==> src/design/rau_pkg.sv <==
`timescale 1ns / 1ps
// ----------------------------------------------------------------------------
// rau_pkg: shared types and constants for the rational arithmetic unit
// Operation and status codes, default operand width, command/status structs.
// ----------------------------------------------------------------------------
package rau_pkg;
   localparam int OperandWidthDefault = 16;
   localparam int ResNumWidth = 32;
   localparam int ResDenWidth = 31;
   localparam int OpWidth = 3;
   localparam int StatusWidth = 2;

   localparam logic [OpWidth-1:0] OP_ADD = 3'd0;
   localparam logic [OpWidth-1:0] OP_SUB = 3'd1;
   localparam logic [OpWidth-1:0] OP_MUL = 3'd2;
   localparam logic [OpWidth-1:0] OP_DIV = 3'd3;
   localparam logic [OpWidth-1:0] OP_CMP = 3'd4;
   localparam logic [OpWidth-1:0] OP_INV = 3'd5;

   localparam logic [StatusWidth-1:0] ST_OK = 2'd0;
   localparam logic [StatusWidth-1:0] ST_ZERO_DEN = 2'd1;
   localparam logic [StatusWidth-1:0] ST_DIV_ZERO = 2'd2;

   typedef enum logic [2:0] {
      CMD_NONE,
      CMD_LOAD,      // capture operands, split sign/magnitude
      CMD_GCD_A,     // start gcd for operand a
      CMD_GCD_B,
      CMD_GCD_R,
      CMD_COMBINE,   // capture reduced b
      CMD_FINISH
   } cmd_type;

   typedef struct packed {
      cmd_type cmd;
   } ctl_type;

   typedef struct packed {
      logic unit_busy;   // gcd/divide unit running
   } sts_type;
endpackage

==> src/design/rau_if.sv <==
`timescale 1ns / 1ps
// ----------------------------------------------------------------------------
// rau_req_if / rau_rsp_if: valid/ready channels
// Request carries two fractions and an operation; response a reduced fraction.
// ----------------------------------------------------------------------------
interface rau_req_if #(parameter int OPERAND_WIDTH = 16);
   logic valid;
   logic ready;
   logic [2:0] req_type;
   logic signed [OPERAND_WIDTH-1:0] a_numerator;
   logic signed [OPERAND_WIDTH-1:0] a_denominator;
   logic signed [OPERAND_WIDTH-1:0] b_numerator;
   logic signed [OPERAND_WIDTH-1:0] b_denominator;
   modport source(output valid, req_type, a_numerator, a_denominator, b_numerator,
                  b_denominator, input ready);
   modport sink(input valid, req_type, a_numerator, a_denominator, b_numerator,
                b_denominator, output ready);
endinterface

interface rau_rsp_if;
   logic valid;
   logic ready;
   logic signed [31:0] res_numerator;
   logic [30:0] res_denominator;
   logic is_less;
   logic is_equal;
   logic [1:0] status;
   modport source(output valid, res_numerator, res_denominator, is_less, is_equal,
                  status, input ready);
   modport sink(input valid, res_numerator, res_denominator, is_less, is_equal,
                status, output ready);
endinterface

==> src/design/rau_gcd.sv <==
`timescale 1ns / 1ps
// ----------------------------------------------------------------------------
// rau_gcd: reduce a fraction to lowest terms
// Binary (Stein) gcd, one step a cycle, then restoring division of both
// magnitudes by the gcd, one quotient bit a cycle for each in parallel.
// ----------------------------------------------------------------------------
module rau_gcd #(
   parameter int W = 64
) (
   input  logic         clock,
   input  logic         reset,
   input  logic         start,
   input  logic [W-1:0] num,
   input  logic [W-1:0] den,
   output logic         busy,
   output logic [W-1:0] num_out,
   output logic [W-1:0] den_out
);
   localparam int CW = $clog2(W + 1);

   typedef enum logic [1:0] {S_IDLE, S_GCD, S_DIV} state_type;

   state_type state_ff, state_in;
   logic [W-1:0] x_ff, x_in, y_ff, y_in;
   logic [CW-1:0] k_ff, k_in;        // common power of two
   logic [W-1:0] g_ff, g_in;
   logic [W-1:0] qn_ff, qn_in, qd_ff, qd_in;
   logic [W-1:0] rn_ff, rn_in, rd_ff, rd_in;
   logic [W-1:0] n0_ff, n0_in, d0_ff, d0_in;
   logic [CW-1:0] cnt_ff, cnt_in;
   logic [W:0] trn, trd;

   always_comb begin
      state_in = state_ff;
      x_in = x_ff; y_in = y_ff; k_in = k_ff; g_in = g_ff;
      qn_in = qn_ff; qd_in = qd_ff; rn_in = rn_ff; rd_in = rd_ff;
      n0_in = n0_ff; d0_in = d0_ff; cnt_in = cnt_ff;
      trn = '0; trd = '0;
      unique case (state_ff)
         S_IDLE: begin
            if (start) begin
               if (num == '0 || den == '0) begin
                  qn_in = '0; qd_in = W'(1);
               end else begin
                  x_in = num; y_in = den; k_in = '0;
                  n0_in = num; d0_in = den;
                  state_in = S_GCD;
               end
            end
         end
         S_GCD: begin
            if (x_ff[0] == 1'b0 && y_ff[0] == 1'b0) begin
               x_in = x_ff >> 1; y_in = y_ff >> 1; k_in = k_ff + CW'(1);
            end else if (x_ff[0] == 1'b0) begin
               x_in = x_ff >> 1;
            end else if (y_ff[0] == 1'b0) begin
               y_in = y_ff >> 1;
            end else if (x_ff == y_ff) begin
               g_in = x_ff << k_ff;
               cnt_in = CW'(W);
               rn_in = '0; rd_in = '0; qn_in = n0_ff; qd_in = d0_ff;
               state_in = S_DIV;
            end else if (x_ff > y_ff) begin
               x_in = (x_ff - y_ff) >> 1;
            end else begin
               y_in = (y_ff - x_ff) >> 1;
            end
         end
         S_DIV: begin
            // qn/qd shift in quotient bits as dividend bits leave
            trn = {rn_ff, qn_ff[W-1]} - {1'b0, g_ff};
            trd = {rd_ff, qd_ff[W-1]} - {1'b0, g_ff};
            if (trn[W]) rn_in = {rn_ff[W-2:0], qn_ff[W-1]};
            else rn_in = trn[W-1:0];
            if (trd[W]) rd_in = {rd_ff[W-2:0], qd_ff[W-1]};
            else rd_in = trd[W-1:0];
            qn_in = {qn_ff[W-2:0], ~trn[W]};
            qd_in = {qd_ff[W-2:0], ~trd[W]};
            cnt_in = cnt_ff - CW'(1);
            if (cnt_ff == CW'(1)) state_in = S_IDLE;
         end
         default: state_in = S_IDLE;
      endcase
   end

   always_ff @(posedge clock) begin
      if (reset) state_ff <= S_IDLE;
      else state_ff <= state_in;
      x_ff <= x_in; y_ff <= y_in; k_ff <= k_in; g_ff <= g_in;
      qn_ff <= qn_in; qd_ff <= qd_in; rn_ff <= rn_in; rd_ff <= rd_in;
      n0_ff <= n0_in; d0_ff <= d0_in; cnt_ff <= cnt_in;
   end

   assign busy = (state_ff != S_IDLE);
   assign num_out = qn_ff;
   assign den_out = qd_ff;
endmodule

==> src/design/rau_datapath.sv <==
`timescale 1ns / 1ps
// ----------------------------------------------------------------------------
// rau_datapath: operand registers, multiplier and shared reduction unit
// Executes one controller command at a time; holds the result register.
// ----------------------------------------------------------------------------
module rau_datapath #(
   parameter int OPERAND_WIDTH = 16
) (
   input  logic                    clock,
   input  logic                    reset,
   input  rau_pkg::ctl_type        ctl,
   output rau_pkg::sts_type        sts,
   input  logic [2:0]              op,
   input  logic [OPERAND_WIDTH-1:0] an, ad, bn, bd,
   output logic [31:0]             res_num,
   output logic [30:0]             res_den,
   output logic                    less,
   output logic                    equal,
   output logic [1:0]              status
);
   import rau_pkg::*;
   localparam int M = OPERAND_WIDTH;
   localparam int W = 2 * M + 2;

   logic zden;
   logic [M:0] ma_n_ff, ma_d_ff, mb_n_ff, mb_d_ff;   // magnitudes up to 2^(M-1)
   logic aneg_ff, bneg_ff;
   logic [2:0] op_ff;
   logic [1:0] st_ff;
   logic rneg_ff;
   logic less_ff, equal_ff;
   logic [W-1:0] g_num, g_den, gout_n, gout_d;
   logic gstart, gbusy;
   logic [2*M+1:0] p1, p2, p3;
   logic [W-1:0] sum_m;
   logic sum_neg, bneg_eff;
   logic [W-1:0] rn_ff, rd_ff;
   logic [63:0] gn_wide, gd_wide;
   logic [31:0] nsat;
   logic [30:0] dsat;

   function automatic logic [M:0] mag(input logic [M-1:0] v);
      logic [M:0] e;
      e = {v[M-1], v};
      return v[M-1] ? (M+1)'(-e) : e;
   endfunction

   assign zden = (ad == '0) || (op != OP_INV && bd == '0);

   rau_gcd #(.W(W)) u_gcd (
      .clock(clock), .reset(reset), .start(gstart), .num(g_num), .den(g_den),
      .busy(gbusy), .num_out(gout_n), .den_out(gout_d)
   );
   assign sts.unit_busy = gbusy;

   // products of the reduced operands
   assign p1 = ma_n_ff * mb_d_ff;
   assign p2 = mb_n_ff * ma_d_ff;
   assign p3 = (op_ff == OP_DIV) ? ma_n_ff * mb_d_ff : ma_n_ff * mb_n_ff;
   assign bneg_eff = (mb_n_ff == '0) ? 1'b0 :
                     ((op_ff == OP_SUB || op_ff == OP_CMP) ? ~bneg_ff : bneg_ff);

   always_comb begin
      if (aneg_ff == bneg_eff) begin
         sum_neg = aneg_ff; sum_m = W'(p1) + W'(p2);
      end else if (p1 >= p2) begin
         sum_neg = aneg_ff; sum_m = W'(p1 - p2);
      end else begin
         sum_neg = bneg_eff; sum_m = W'(p2 - p1);
      end
   end

   always_comb begin
      gstart = 1'b0; g_num = '0; g_den = '0;
      unique case (ctl.cmd)
         CMD_GCD_A: begin gstart = 1'b1; g_num = W'(ma_n_ff); g_den = W'(ma_d_ff); end
         CMD_GCD_B: begin gstart = 1'b1; g_num = W'(mb_n_ff); g_den = W'(mb_d_ff); end
         CMD_GCD_R: begin gstart = 1'b1; g_num = rn_ff; g_den = rd_ff; end
         default: ;
      endcase
   end

   always_ff @(posedge clock) begin
      if (reset) begin
         st_ff <= ST_OK; less_ff <= 1'b0; equal_ff <= 1'b0;
      end else begin
         unique case (ctl.cmd)
            CMD_LOAD: begin
               op_ff <= op;
               ma_n_ff <= mag(an); ma_d_ff <= mag(ad);
               mb_n_ff <= mag(bn); mb_d_ff <= mag(bd);
               aneg_ff <= an[M-1] ^ ad[M-1];
               bneg_ff <= bn[M-1] ^ bd[M-1];
               st_ff <= zden ? ST_ZERO_DEN : ST_OK;
               less_ff <= 1'b0; equal_ff <= 1'b0;
            end
            CMD_GCD_A: ;
            CMD_GCD_B: begin
               // capture reduced a
               ma_n_ff <= gout_n[M:0]; ma_d_ff <= gout_d[M:0];
               if (gout_n == '0) aneg_ff <= 1'b0;
            end
            CMD_GCD_R: ;
            CMD_COMBINE: begin
               mb_n_ff <= gout_n[M:0]; mb_d_ff <= gout_d[M:0];
               if (gout_n == '0) bneg_ff <= 1'b0;
            end
            CMD_FINISH: begin
               // run after COMBINE: operands reduced, build raw result
               rneg_ff <= 1'b0; rn_ff <= '0; rd_ff <= W'(1);
               if (st_ff == ST_OK) begin
                  case (op_ff)
                     OP_ADD, OP_SUB: begin
                        rneg_ff <= sum_neg; rn_ff <= sum_m;
                        rd_ff <= W'(ma_d_ff) * W'(mb_d_ff);
                     end
                     OP_MUL: begin
                        rneg_ff <= aneg_ff ^ bneg_ff; rn_ff <= W'(p3);
                        rd_ff <= W'(ma_d_ff) * W'(mb_d_ff);
                     end
                     OP_DIV: begin
                        if (mb_n_ff == '0) st_ff <= ST_DIV_ZERO;
                        else begin
                           rneg_ff <= aneg_ff ^ bneg_ff; rn_ff <= W'(p3);
                           rd_ff <= W'(ma_d_ff) * W'(mb_n_ff);
                        end
                     end
                     OP_CMP: begin
                        equal_ff <= (sum_m == '0);
                        less_ff <= (sum_m != '0) && sum_neg;
                     end
                     OP_INV: begin
                        if (ma_n_ff == '0) st_ff <= ST_DIV_ZERO;
                        else begin
                           rneg_ff <= aneg_ff; rn_ff <= W'(ma_d_ff);
                           rd_ff <= W'(ma_n_ff);
                        end
                     end
                     default: ;
                  endcase
               end
            end
            default: ;
         endcase
      end
   end

   // saturate the reduced result (gout after the final gcd pass)
   assign gn_wide = 64'(gout_n);
   assign gd_wide = 64'(gout_d);

   always_comb begin
      if (rneg_ff && gn_wide != '0) begin
         nsat = (gn_wide > 64'h8000_0000) ? 32'h8000_0000 : 32'(-gn_wide[31:0]);
      end else begin
         nsat = (gn_wide > 64'h7FFF_FFFF) ? 32'h7FFF_FFFF : gn_wide[31:0];
      end
      dsat = (gd_wide > 64'h7FFF_FFFF) ? 31'h7FFF_FFFF : gd_wide[30:0];
   end

   assign res_num = nsat;
   assign res_den = dsat;
   assign less = less_ff;
   assign equal = equal_ff;
   assign status = st_ff;
endmodule

==> src/design/rau_ctrl.sv <==
`timescale 1ns / 1ps
// ----------------------------------------------------------------------------
// rau_ctrl: sequencer for the rational arithmetic unit
// Load, reduce a, reduce b, combine, reduce result, hold response.
// ----------------------------------------------------------------------------
module rau_ctrl (
   input  logic             clock,
   input  logic             reset,
   input  logic             req_valid,
   output logic             req_ready,
   output logic             rsp_valid,
   input  logic             rsp_ready,
   output rau_pkg::ctl_type ctl,
   input  rau_pkg::sts_type sts
);
   import rau_pkg::*;

   typedef enum logic [3:0] {
      S_IDLE, S_GA, S_WA, S_GB, S_WB, S_COMB, S_FIN, S_GR, S_WR, S_OUT
   } state_type;

   state_type state_ff;

   always_ff @(posedge clock) begin
      if (reset) state_ff <= S_IDLE;
      else begin
         unique case (state_ff)
            S_IDLE: if (req_valid) state_ff <= S_GA;
            S_GA:   state_ff <= S_WA;
            S_WA:   if (!sts.unit_busy) state_ff <= S_GB;
            S_GB:   state_ff <= S_WB;
            S_WB:   if (!sts.unit_busy) state_ff <= S_COMB;
            S_COMB: state_ff <= S_FIN;
            S_FIN:  state_ff <= S_GR;
            S_GR:   state_ff <= S_WR;
            S_WR:   if (!sts.unit_busy) state_ff <= S_OUT;
            S_OUT:  if (rsp_ready) state_ff <= S_IDLE;
            default: state_ff <= S_IDLE;
         endcase
      end
   end

   always_comb begin
      ctl.cmd = CMD_NONE;
      unique case (state_ff)
         S_IDLE: if (req_valid) ctl.cmd = CMD_LOAD;
         S_GA:   ctl.cmd = CMD_GCD_A;
         S_GB:   ctl.cmd = CMD_GCD_B;   // also captures reduced a
         S_COMB: ctl.cmd = CMD_COMBINE; // captures reduced b
         S_FIN:  ctl.cmd = CMD_FINISH;
         S_GR:   ctl.cmd = CMD_GCD_R;
         default: ctl.cmd = CMD_NONE;
      endcase
   end

   assign req_ready = (state_ff == S_IDLE);
   assign rsp_valid = (state_ff == S_OUT);
endmodule

==> src/design/rational_arithmetic_unit.sv <==
`timescale 1ns / 1ps
// ----------------------------------------------------------------------------
// rational_arithmetic_unit: fraction add/sub/mul/div/compare/invert
// Reduces operands and result to lowest terms with a shared gcd unit.
// ----------------------------------------------------------------------------
// channel | dir | fields
// req     | in  | req_type, a_/b_numerator, a_/b_denominator
// rsp     | out | res_numerator, res_denominator, is_less, is_equal, status
//
// One item at a time; three passes through the shared gcd/divide unit. Each
// pass runs the binary gcd steps, then divides both values by the gcd. Reset
// is synchronous and clears control and status flags. The result is held
// until rsp transfers; req is not ready again until then.
// ----------------------------------------------------------------------------
module rational_arithmetic_unit #(
   parameter int OPERAND_WIDTH = rau_pkg::OperandWidthDefault
) (
   input logic clock,
   input logic reset,
   rau_req_if.sink   req,
   rau_rsp_if.source rsp
);
   import rau_pkg::*;
   ctl_type ctl;
   sts_type sts;

   rau_ctrl u_ctrl (
      .clock(clock), .reset(reset), .req_valid(req.valid), .req_ready(req.ready),
      .rsp_valid(rsp.valid), .rsp_ready(rsp.ready), .ctl(ctl), .sts(sts)
   );

   rau_datapath #(.OPERAND_WIDTH(OPERAND_WIDTH)) u_dp (
      .clock(clock), .reset(reset), .ctl(ctl), .sts(sts), .op(req.req_type),
      .an(req.a_numerator), .ad(req.a_denominator),
      .bn(req.b_numerator), .bd(req.b_denominator),
      .res_num(rsp.res_numerator), .res_den(rsp.res_denominator),
      .less(rsp.is_less), .equal(rsp.is_equal), .status(rsp.status)
   );
endmodule
==> src/flat_wrapper.sv <==
// flat-port wrapper written by rule: the top's interface ports become plain ports
module rational_arithmetic_unit_flat import rau_pkg::*;
#(
   parameter int OPERAND_WIDTH = rau_pkg::OperandWidthDefault
)
  (clock, reset, req_valid, req_req_type, req_a_numerator, req_a_denominator, req_b_numerator, req_b_denominator, req_ready, rsp_valid, rsp_res_numerator, rsp_res_denominator, rsp_is_less, rsp_is_equal, rsp_status, rsp_ready);
  rau_req_if #(.OPERAND_WIDTH(OPERAND_WIDTH)) req_i ();
  rau_rsp_if rsp_i ();
  input logic clock;
  input logic reset;
  input wire logic [$bits(req_i.valid)-1:0] req_valid;
  input wire logic [$bits(req_i.req_type)-1:0] req_req_type;
  input wire logic [$bits(req_i.a_numerator)-1:0] req_a_numerator;
  input wire logic [$bits(req_i.a_denominator)-1:0] req_a_denominator;
  input wire logic [$bits(req_i.b_numerator)-1:0] req_b_numerator;
  input wire logic [$bits(req_i.b_denominator)-1:0] req_b_denominator;
  output wire logic [$bits(req_i.ready)-1:0] req_ready;
  output wire logic [$bits(rsp_i.valid)-1:0] rsp_valid;
  output wire logic [$bits(rsp_i.res_numerator)-1:0] rsp_res_numerator;
  output wire logic [$bits(rsp_i.res_denominator)-1:0] rsp_res_denominator;
  output wire logic [$bits(rsp_i.is_less)-1:0] rsp_is_less;
  output wire logic [$bits(rsp_i.is_equal)-1:0] rsp_is_equal;
  output wire logic [$bits(rsp_i.status)-1:0] rsp_status;
  input wire logic [$bits(rsp_i.ready)-1:0] rsp_ready;
  assign req_i.valid = req_valid;
  assign req_i.req_type = req_req_type;
  assign req_i.a_numerator = req_a_numerator;
  assign req_i.a_denominator = req_a_denominator;
  assign req_i.b_numerator = req_b_numerator;
  assign req_i.b_denominator = req_b_denominator;
  assign req_ready = req_i.ready;
  assign rsp_valid = rsp_i.valid;
  assign rsp_res_numerator = rsp_i.res_numerator;
  assign rsp_res_denominator = rsp_i.res_denominator;
  assign rsp_is_less = rsp_i.is_less;
  assign rsp_is_equal = rsp_i.is_equal;
  assign rsp_status = rsp_i.status;
  assign rsp_i.ready = rsp_ready;
  rational_arithmetic_unit #(.OPERAND_WIDTH(OPERAND_WIDTH)) u_core (.clock(clock), .reset(reset), .req(req_i), .rsp(rsp_i));
endmodule
==> config.mk <==
export PLATFORM = sky130hd
export DESIGN_NAME = rational_arithmetic_unit_flat
export DESIGN_NICKNAME = d
export VERILOG_FILES = /design/src/design/rau_pkg.sv /design/src/design/rau_if.sv /design/src/design/rau_gcd.sv /design/src/design/rau_datapath.sv /design/src/design/rau_ctrl.sv /design/src/design/rational_arithmetic_unit.sv /design/src/flat_wrapper.sv
export SDC_FILE = /design/constraint.sdc
export NUM_CORES = 2
export LEC_CHECK = 0
export ABC_AREA = 1
export BUFFER_PORTS_ARGS = -buffer_cell sky130_fd_sc_hd__buf_2
export CAP_MARGIN = 20
export CORE_MARGIN = 5
export CORE_UTILIZATION = 45
export CTS_CLUSTER_SIZE = 16
export DETAILED_ROUTE_END_ITERATION = 8
export GPL_ROUTABILITY_DRIVEN = 0
export PLACE_DENSITY = 0.63
export SYNTH_ARGS = -nofsm -noshare
export SYNTH_HDL_FRONTEND = slang
export SYNTH_SLANG_ARGS = --single-unit
==> constraint.sdc <==
create_clock -name clock -period 10.75 [get_ports clock]
set_input_delay 2.15 -clock clock [delete_from_list [all_inputs] [get_ports clock]]
set_output_delay 2.15 -clock clock [all_outputs]
set_load 0.01 [all_outputs]
Word level (Yosys, flattened, before mapping)
Cells that the tools add are included.
{ "word_totals": {"ff_bits": 470, "word_cells": 275, "inputBits": 71, "out_inout_bits": 69} }
{ "op_classes": {"n_reduce_logical": 50, "n_addsub": 14, "n_bitwise": 11, "mul": 4, "n_eq_ne": 53, "n_shift": 1, "n_mux": 109, "magnitude_cmp": 5} }
{ "ops": {"columns": ["op", "n"], "rows": [
  ["$mux W34", 37],
  ["$pmux W34 S3", 5],
  ["$pmux W34 S2", 4],
  ["$logic_not A34 Y1", 4],
  ["$mul A17 B17 Y34", 4],
  ["$pmux W17 S2", 4],
  ["$pmux W34 S4", 1],
  ["$sub A34 B34 Y34", 4],
  ["$mux W17", 6],
  ["$mux W32", 3],
  ["$sub A35 B34 Y35", 2],
  ["$gt A34 B31 Y1 const B", 2],
  ["$neg A17 Y17", 4],
  ["$reduce_bool A64 Y1", 1],
  ["$mux W6", 7],
  ["$pmux W4 S10", 1],
  ["$add A34 B34 Y34", 1],
  ["$eq A34 B34 Y1", 1],
  ["$ge A34 B34 Y1", 1],
  ["$gt A34 B32 Y1 const B", 1],
  ["$gt A34 B34 Y1", 1],
  ["$logic_not A17 Y1", 2],
  ["$reduce_bool A34 Y1", 1],
  ["$shl A34 B6 Y34", 1],
  ["other kinds (47)", 149]
]} }

Depth between registers and ports, before layout
{ "logic_depth": {"ltp_word": 11, "ltp_mapped": 56, "mapped_depth_nobuf": 53} }

Cells and area by module
Synthesis repeated with hierarchy kept, for this count alone.
{ "unflattened": {"cells_unflattened": 12233, "hier_area_um2": 84571.1} }
{ "by_module_without_submodules": {"columns": ["mod", "area_each_um2", "seq_area_each_um2", "instances", "cells_each"], "rows": [
  ["rau_datapath", 58907.7, 4344.2, 1, 8571],
  ["rau_gcd", 25324.3, 9589.2, 1, 3605],
  ["rau_ctrl", 339.1, 80.1, 1, 57]
]} }

Worst setup path before layout
No wires, ideal clock.
{ "synth_path": {"path_type": "register to register", "start": "register u_core.u_dp.ma_d_ff[7]", "end": "register u_core.u_dp.less_ff (netlist: u_core.u_dp.less)", "slack_ns": 2.793, "synth_period_minus_slack_ns": 7.957, "arrival_time_ns": 7.825, "path_stages_with_launch": 50, "path_buffers": 4, "path_cell_list": "edfxtp_1 > clkbuf_1 > clkbuf_1 > nand2_1 > fa_1 > inv_1 > fa_1 > inv_1 > fa_1 > inv_1 > fa_1 > fa_1 > inv_1 > fa_1 > inv_1 > ha_1 > a21oi_1 > o21ai_0 > [... 14 more ...] > nand2_2 > nor2_4 > nand2_1 > nand2_2 > nor2_4 > nand2_8 > inv_4 > buf_6 > nand2_1 > nand2_1 > a21oi_2 > nand2_1 > nor2_1 > nand3_1 > nor2_2 > nand2_1 > nand2_1 > a21oi_1"} }
{ "synth_between": {"elab_chain_cells": 9} }
{ "synth_lines": {"columns": ["item", "line", "rtl"], "rows": [
  ["start: declaration", "rau_datapath.sv:26", "logic [M:0] ma_n_ff, ma_d_ff, mb_n_ff, mb_d_ff;"],
  ["start signal: assignment", "rau_datapath.sv:90", "ma_n_ff <= mag(an); ma_d_ff <= mag(ad);"],
  ["start signal: assignment", "rau_datapath.sv:100", "ma_n_ff <= gout_n[M:0]; ma_d_ff <= gout_d[M:0];"],
  ["$mul A17 B17 Y34 (*)", "rau_datapath.sv:58", "assign p2 = mb_n_ff * ma_d_ff;"],
  ["$sub A34 B34 Y34 (tied with other cells)", "rau_datapath.sv:69", "sum_neg = bneg_eff; sum_m = W'(p2 - p1);"],
  ["$mux W34", "rau_datapath.sv:66", "end else if (p1 >= p2) begin"],
  ["$mux W34", "rau_datapath.sv:64", "if (aneg_ff == bneg_eff) begin"],
  ["$reduce_bool A34 Y1", "rau_datapath.sv:130", "less_ff <= (sum_m != '0) && sum_neg;"],
  ["$logic_and A1 B1 Y1 (*)", "rau_datapath.sv:130", null],
  ["$mux W1 (*)", "rau_datapath.sv:112", "case (op_ff)"],
  ["$mux W1 (*)", "rau_datapath.sv:111", "if (st_ff == ST_OK) begin"],
  ["$pmux W1 S2 (*)", "rau_datapath.sv:87", "unique case (ctl.cmd)"],
  ["end signal: assignment", "rau_datapath.sv:130", null],
  ["end: declaration", "rau_datapath.sv:31", "logic less_ff, equal_ff;"]
]} }
Every way passes the cells marked *; elsewhere a longest branch is shown, timed or not. The select of a mux whose other input is x is not followed.
A chain may end at the register's enable or synchronous reset.

Final worst setup path
{ "layout_path": {"start": "register u_core.u_dp.ma_n_ff[9]", "end": "register u_core.u_dp.less_ff (netlist: u_core.u_dp.less)"} }
{ "layout_between": {"elab_chain_cells": 9} }
{ "layout_lines": {"columns": ["item", "line", "rtl"], "rows": [
  ["start: declaration", "rau_datapath.sv:26", null],
  ["start signal: assignment", "rau_datapath.sv:90", null],
  ["start signal: assignment", "rau_datapath.sv:100", null],
  ["$mul A17 B17 Y34 (*)", "rau_datapath.sv:57", "assign p1 = ma_n_ff * mb_d_ff;"],
  ["$sub A34 B34 Y34 (tied with other cells)", "rau_datapath.sv:69", null],
  ["$mux W34", "rau_datapath.sv:66", null],
  ["$mux W34", "rau_datapath.sv:64", null],
  ["$reduce_bool A34 Y1", "rau_datapath.sv:130", null],
  ["$logic_and A1 B1 Y1 (*)", "rau_datapath.sv:130", null],
  ["$mux W1 (*)", "rau_datapath.sv:112", null],
  ["$mux W1 (*)", "rau_datapath.sv:111", null],
  ["$pmux W1 S2 (*)", "rau_datapath.sv:87", null]
]} }
Marks and branches as above.

==> results.sh <==
export IMPL_layout_cells_non_filler=13392
export IMPL_path_delay_family="adder cells"
export IMPL_r2r_start="u_core.u_dp.ma_n_ff[9]"
export IMPL_ant_nets=0
export IMPL_clock_skew_ns=0.0772
export IMPL_fin_tns_setup_ns=0
export IMPL_grt_pass1_wl_um=445000
export IMPL_holdBufCountCts=0
export IMPL_critPathKind="reg -> reg"
export IMPL_start_util=0.452
export IMPL_core_sq_um=178000
export IMPL_synth_area_sq_um=80700
export IMPL_pin_count=140
export IMPL_ys_warn_count=0
export IMPL_synth_cells=11120
export IMPL_root_buffer="clkbuf_16"
export IMPL_cts_resized=0
export IMPL_cts_tree="done"
export IMPL_r2r_cells=39
export IMPL_drc=0
export IMPL_pre_cts_slack_ns=1.18
export IMPL_placedCellCount=13266
export IMPL_cp_end_kind="register"
export IMPL_track_usage=0.311
export IMPL_hold_viol=0
export IMPL_firstDrtPassIters=8
export IMPL_startpoint_type="register"
export IMPL_grt_setup_unrepaired="false"
export IMPL_cts_setup_buffers=0
export IMPL_min_period_over_period=0.938
export IMPL_grt_pass1_vias=73399
export IMPL_final_cell_mix="2721 x nand2_1, 2702 x inv_1, 903 x fa_1, 709 x a21oi_1, 679 x ha_1"
export IMPL_syn_avg_cell_area_sq_um=7.25
export IMPL_slew_headroom=0.135
export IMPL_max_stage_delay_ns=1.09
export IMPL_fin_nets=12629
export IMPL_drt_iter0_markers=8974
export IMPL_wl_per_cell_um=22.2
export IMPL_cts_max_level=2
export IMPL_hp_start="u_core.u_dp.equal"
export IMPL_ys_types=74
export IMPL_worstPathMaxFanout=41
export IMPL_hold_path_depth=2
export IMPL_grt_overflow=0
export IMPL_finalSetupViolations=0
export IMPL_vias_per_cell=5.60
export IMPL_hold_path_class="reg -> reg"
export IMPL_maxCapViolations=0
export IMPL_ys_flop_type="edfxtp_1"
export IMPL_arrival_ns=10.59
export IMPL_ctsLongestPathBuffers=3
export IMPL_dpl_hpwl_um=240000
export IMPL_grt_max_degree=93
export IMPL_slowest_stage="edfxtp_1"
export IMPL_clk_latency_ns=0.73
export IMPL_ys_ff_latch=470
export IMPL_clk_pin_slew_ns=0.07
export IMPL_outcome="finished, final reports clean"
export IMPL_io_buffers=139
export IMPL_syn_nets=12775
export IMPL_antenna_found_initial=26
export IMPL_cts_buffers_inserted=56
export IMPL_critPathBufInv=8
export IMPL_max_freq_mhz=99.2
export IMPL_reg2reg_to="u_core.u_dp.less"
export IMPL_area_delta_synth_final_pct=6.04
export IMPL_tightest_slew_ns=1.28
export IMPL_die_w_um=433
export IMPL_critical_path_depth=39
export IMPL_yosysSeqAreaShare=0.174
export IMPL_min_to="u_core.u_dp.equal"
export IMPL_async_flop_share=0
export IMPL_die_area_sq_um=188000
export IMPL_drive_gt1_frac=0.0523
export IMPL_final_max_slew_violation_count=0
export IMPL_synth_edff_count=460
export IMPL_die_height_um=433
export IMPL_cp_data_required_time_ns=11.26
export IMPL_vias=74997
export IMPL_period_needed_ns=10.08
export IMPL_wirelength_um=297000
export IMPL_utilization=0.479
export IMPL_rrSetupSlack_ns=0.67
export IMPL_cts_sinks=470
export IMPL_rows=155
export IMPL_final_common_cell="nand2_1"
export IMPL_fin_ws_ns=0.667
## kinds of logic (layout without fill, tap and decap cells)
logic type	count (synthesis)	in the layout	synth area share
AOI/OAI and AO/OA	1640	1640	0.115
xor gates and xnor gates	274	274	0.0297
DFF	470	470	0.174
and+or+nand+nor	3885	3885	0.195
muxes	16	16	0.00199
adders and majority gates	1584	1584	0.330
other	0	16	0
buffers and inverters	3251	3152	0.154
## worst reg2reg max path: cells and delay by family (launching register included)
family / cells / cell delay [ns]
fa+ha+maj: 8 / 3.84
simple gates: 15 / 1.94
xor+xnor: 2 / 1.10
flops: 1 / 1.09
compound gates: 6 / 1.01
buf+inv: 8 / 0.87
## layout make-up
type,instances,area [sq um]
well taps,2355,2950
clock inverters,39,505
inverters,2745,10300
fillers,17739,92900
diodes,16,40.0
flip-flops and latches,470,14000
multi-input cells,7399,54300
repair buffers,302,1970
clock buffers,66,1440
## state kept, by name, indices dropped and copies added, names as in the netlist, 2 cells and up
register	flops
u_core.u_dp.rd_ff	34
u_core.u_dp.rn_ff	34
u_core.u_dp.u_gcd.d0_ff	34
u_core.u_dp.u_gcd.den_out	34
u_core.u_dp.u_gcd.g_ff	34
u_core.u_dp.u_gcd.n0_ff	34
u_core.u_dp.u_gcd.num_out	34
u_core.u_dp.u_gcd.rd_ff	34
u_core.u_dp.u_gcd.rn_ff	34
u_core.u_dp.u_gcd.x_ff	34
u_core.u_dp.u_gcd.y_ff	34
u_core.u_dp.ma_d_ff	17
u_core.u_dp.ma_n_ff	17
u_core.u_dp.mb_d_ff	17
u_core.u_dp.mb_n_ff	17
u_core.u_dp.u_gcd.cnt_ff	6
u_core.u_dp.u_gcd.k_ff	6
u_core.u_ctrl.state_ff	4
u_core.u_dp.op_ff	3
u_core.u_dp.status	2
u_core.u_dp.u_gcd.state_ff	2
## synth_stat cells (36+ instances only)
master | instances | area share
inv_1 | 2705 | 0.13
o21ai_1 | 36 | 0.0022
edfxtp_1 | 460 | 0.17
nand3_1 | 290 | 0.018
buf_2 | 50 | 0.0031
xnor2_1 | 97 | 0.011
nand2_1 | 2725 | 0.13
o21ai_0 | 492 | 0.031
a221oi_1 | 37 | 0.0040
fa_1 | 903 | 0.22
o221ai_1 | 38 | 0.0041
xor2_1 | 177 | 0.019
nand4_1 | 57 | 0.0044
o211ai_1 | 49 | 0.0046
nor3_1 | 64 | 0.0040
clkbuf_1 | 393 | 0.018
nor2_1 | 581 | 0.027
ha_1 | 681 | 0.11
or2_2 | 65 | 0.0050
a31oi_1 | 63 | 0.0049
a21oi_1 | 710 | 0.044
## per-stage QoR
step           area (sq um)  hold slack [ns]
2_1_floorplan         80700            0.465
3_3_place_gp          83400            0.461
3_5_place_dp          83500            0.456
4_1_cts               85400            0.465
5_1_grt               85500            0.484
6_report              85500            0.472
## per-layer routing
| layer | GRT usage | wire (um) | part of all wire | vias up |
|---|---|---|---|---|
| li1 | - | - | - | 33726 |
| met1 | 0.396 | 113000 | 0.38 | 35801 |
| met2 | 0.467 | 124000 | 0.42 | 4431 |
| met3 | 0.0823 | 35500 | 0.12 | 1017 |
| met4 | 0.201 | 24200 | 0.082 | 22 |
| met5 | 0 | 311 | 0.0010 | - |
## worst max path at each step
stage                            from          endpoint  slack [ns]
2_1_floorplan  u_core.u_dp.ma_d_ff[7]  u_core.u_dp.less        2.79
3_3_place_gp   u_core.u_dp.mb_d_ff[8]  u_core.u_dp.less        1.15
3_5_place_dp   u_core.u_dp.ma_d_ff[5]  u_core.u_dp.less        1.18
4_1_cts        u_core.u_dp.ma_n_ff[9]  u_core.u_dp.less        1.06
5_1_grt        u_core.u_dp.ma_d_ff[5]  u_core.u_dp.less        0.27
6_report       u_core.u_dp.ma_n_ff[9]  u_core.u_dp.less        0.67
Power is left out: the tool's default activity adds up to more than one toggle a clock period on the data nets, which glitch-free logic cannot reach.
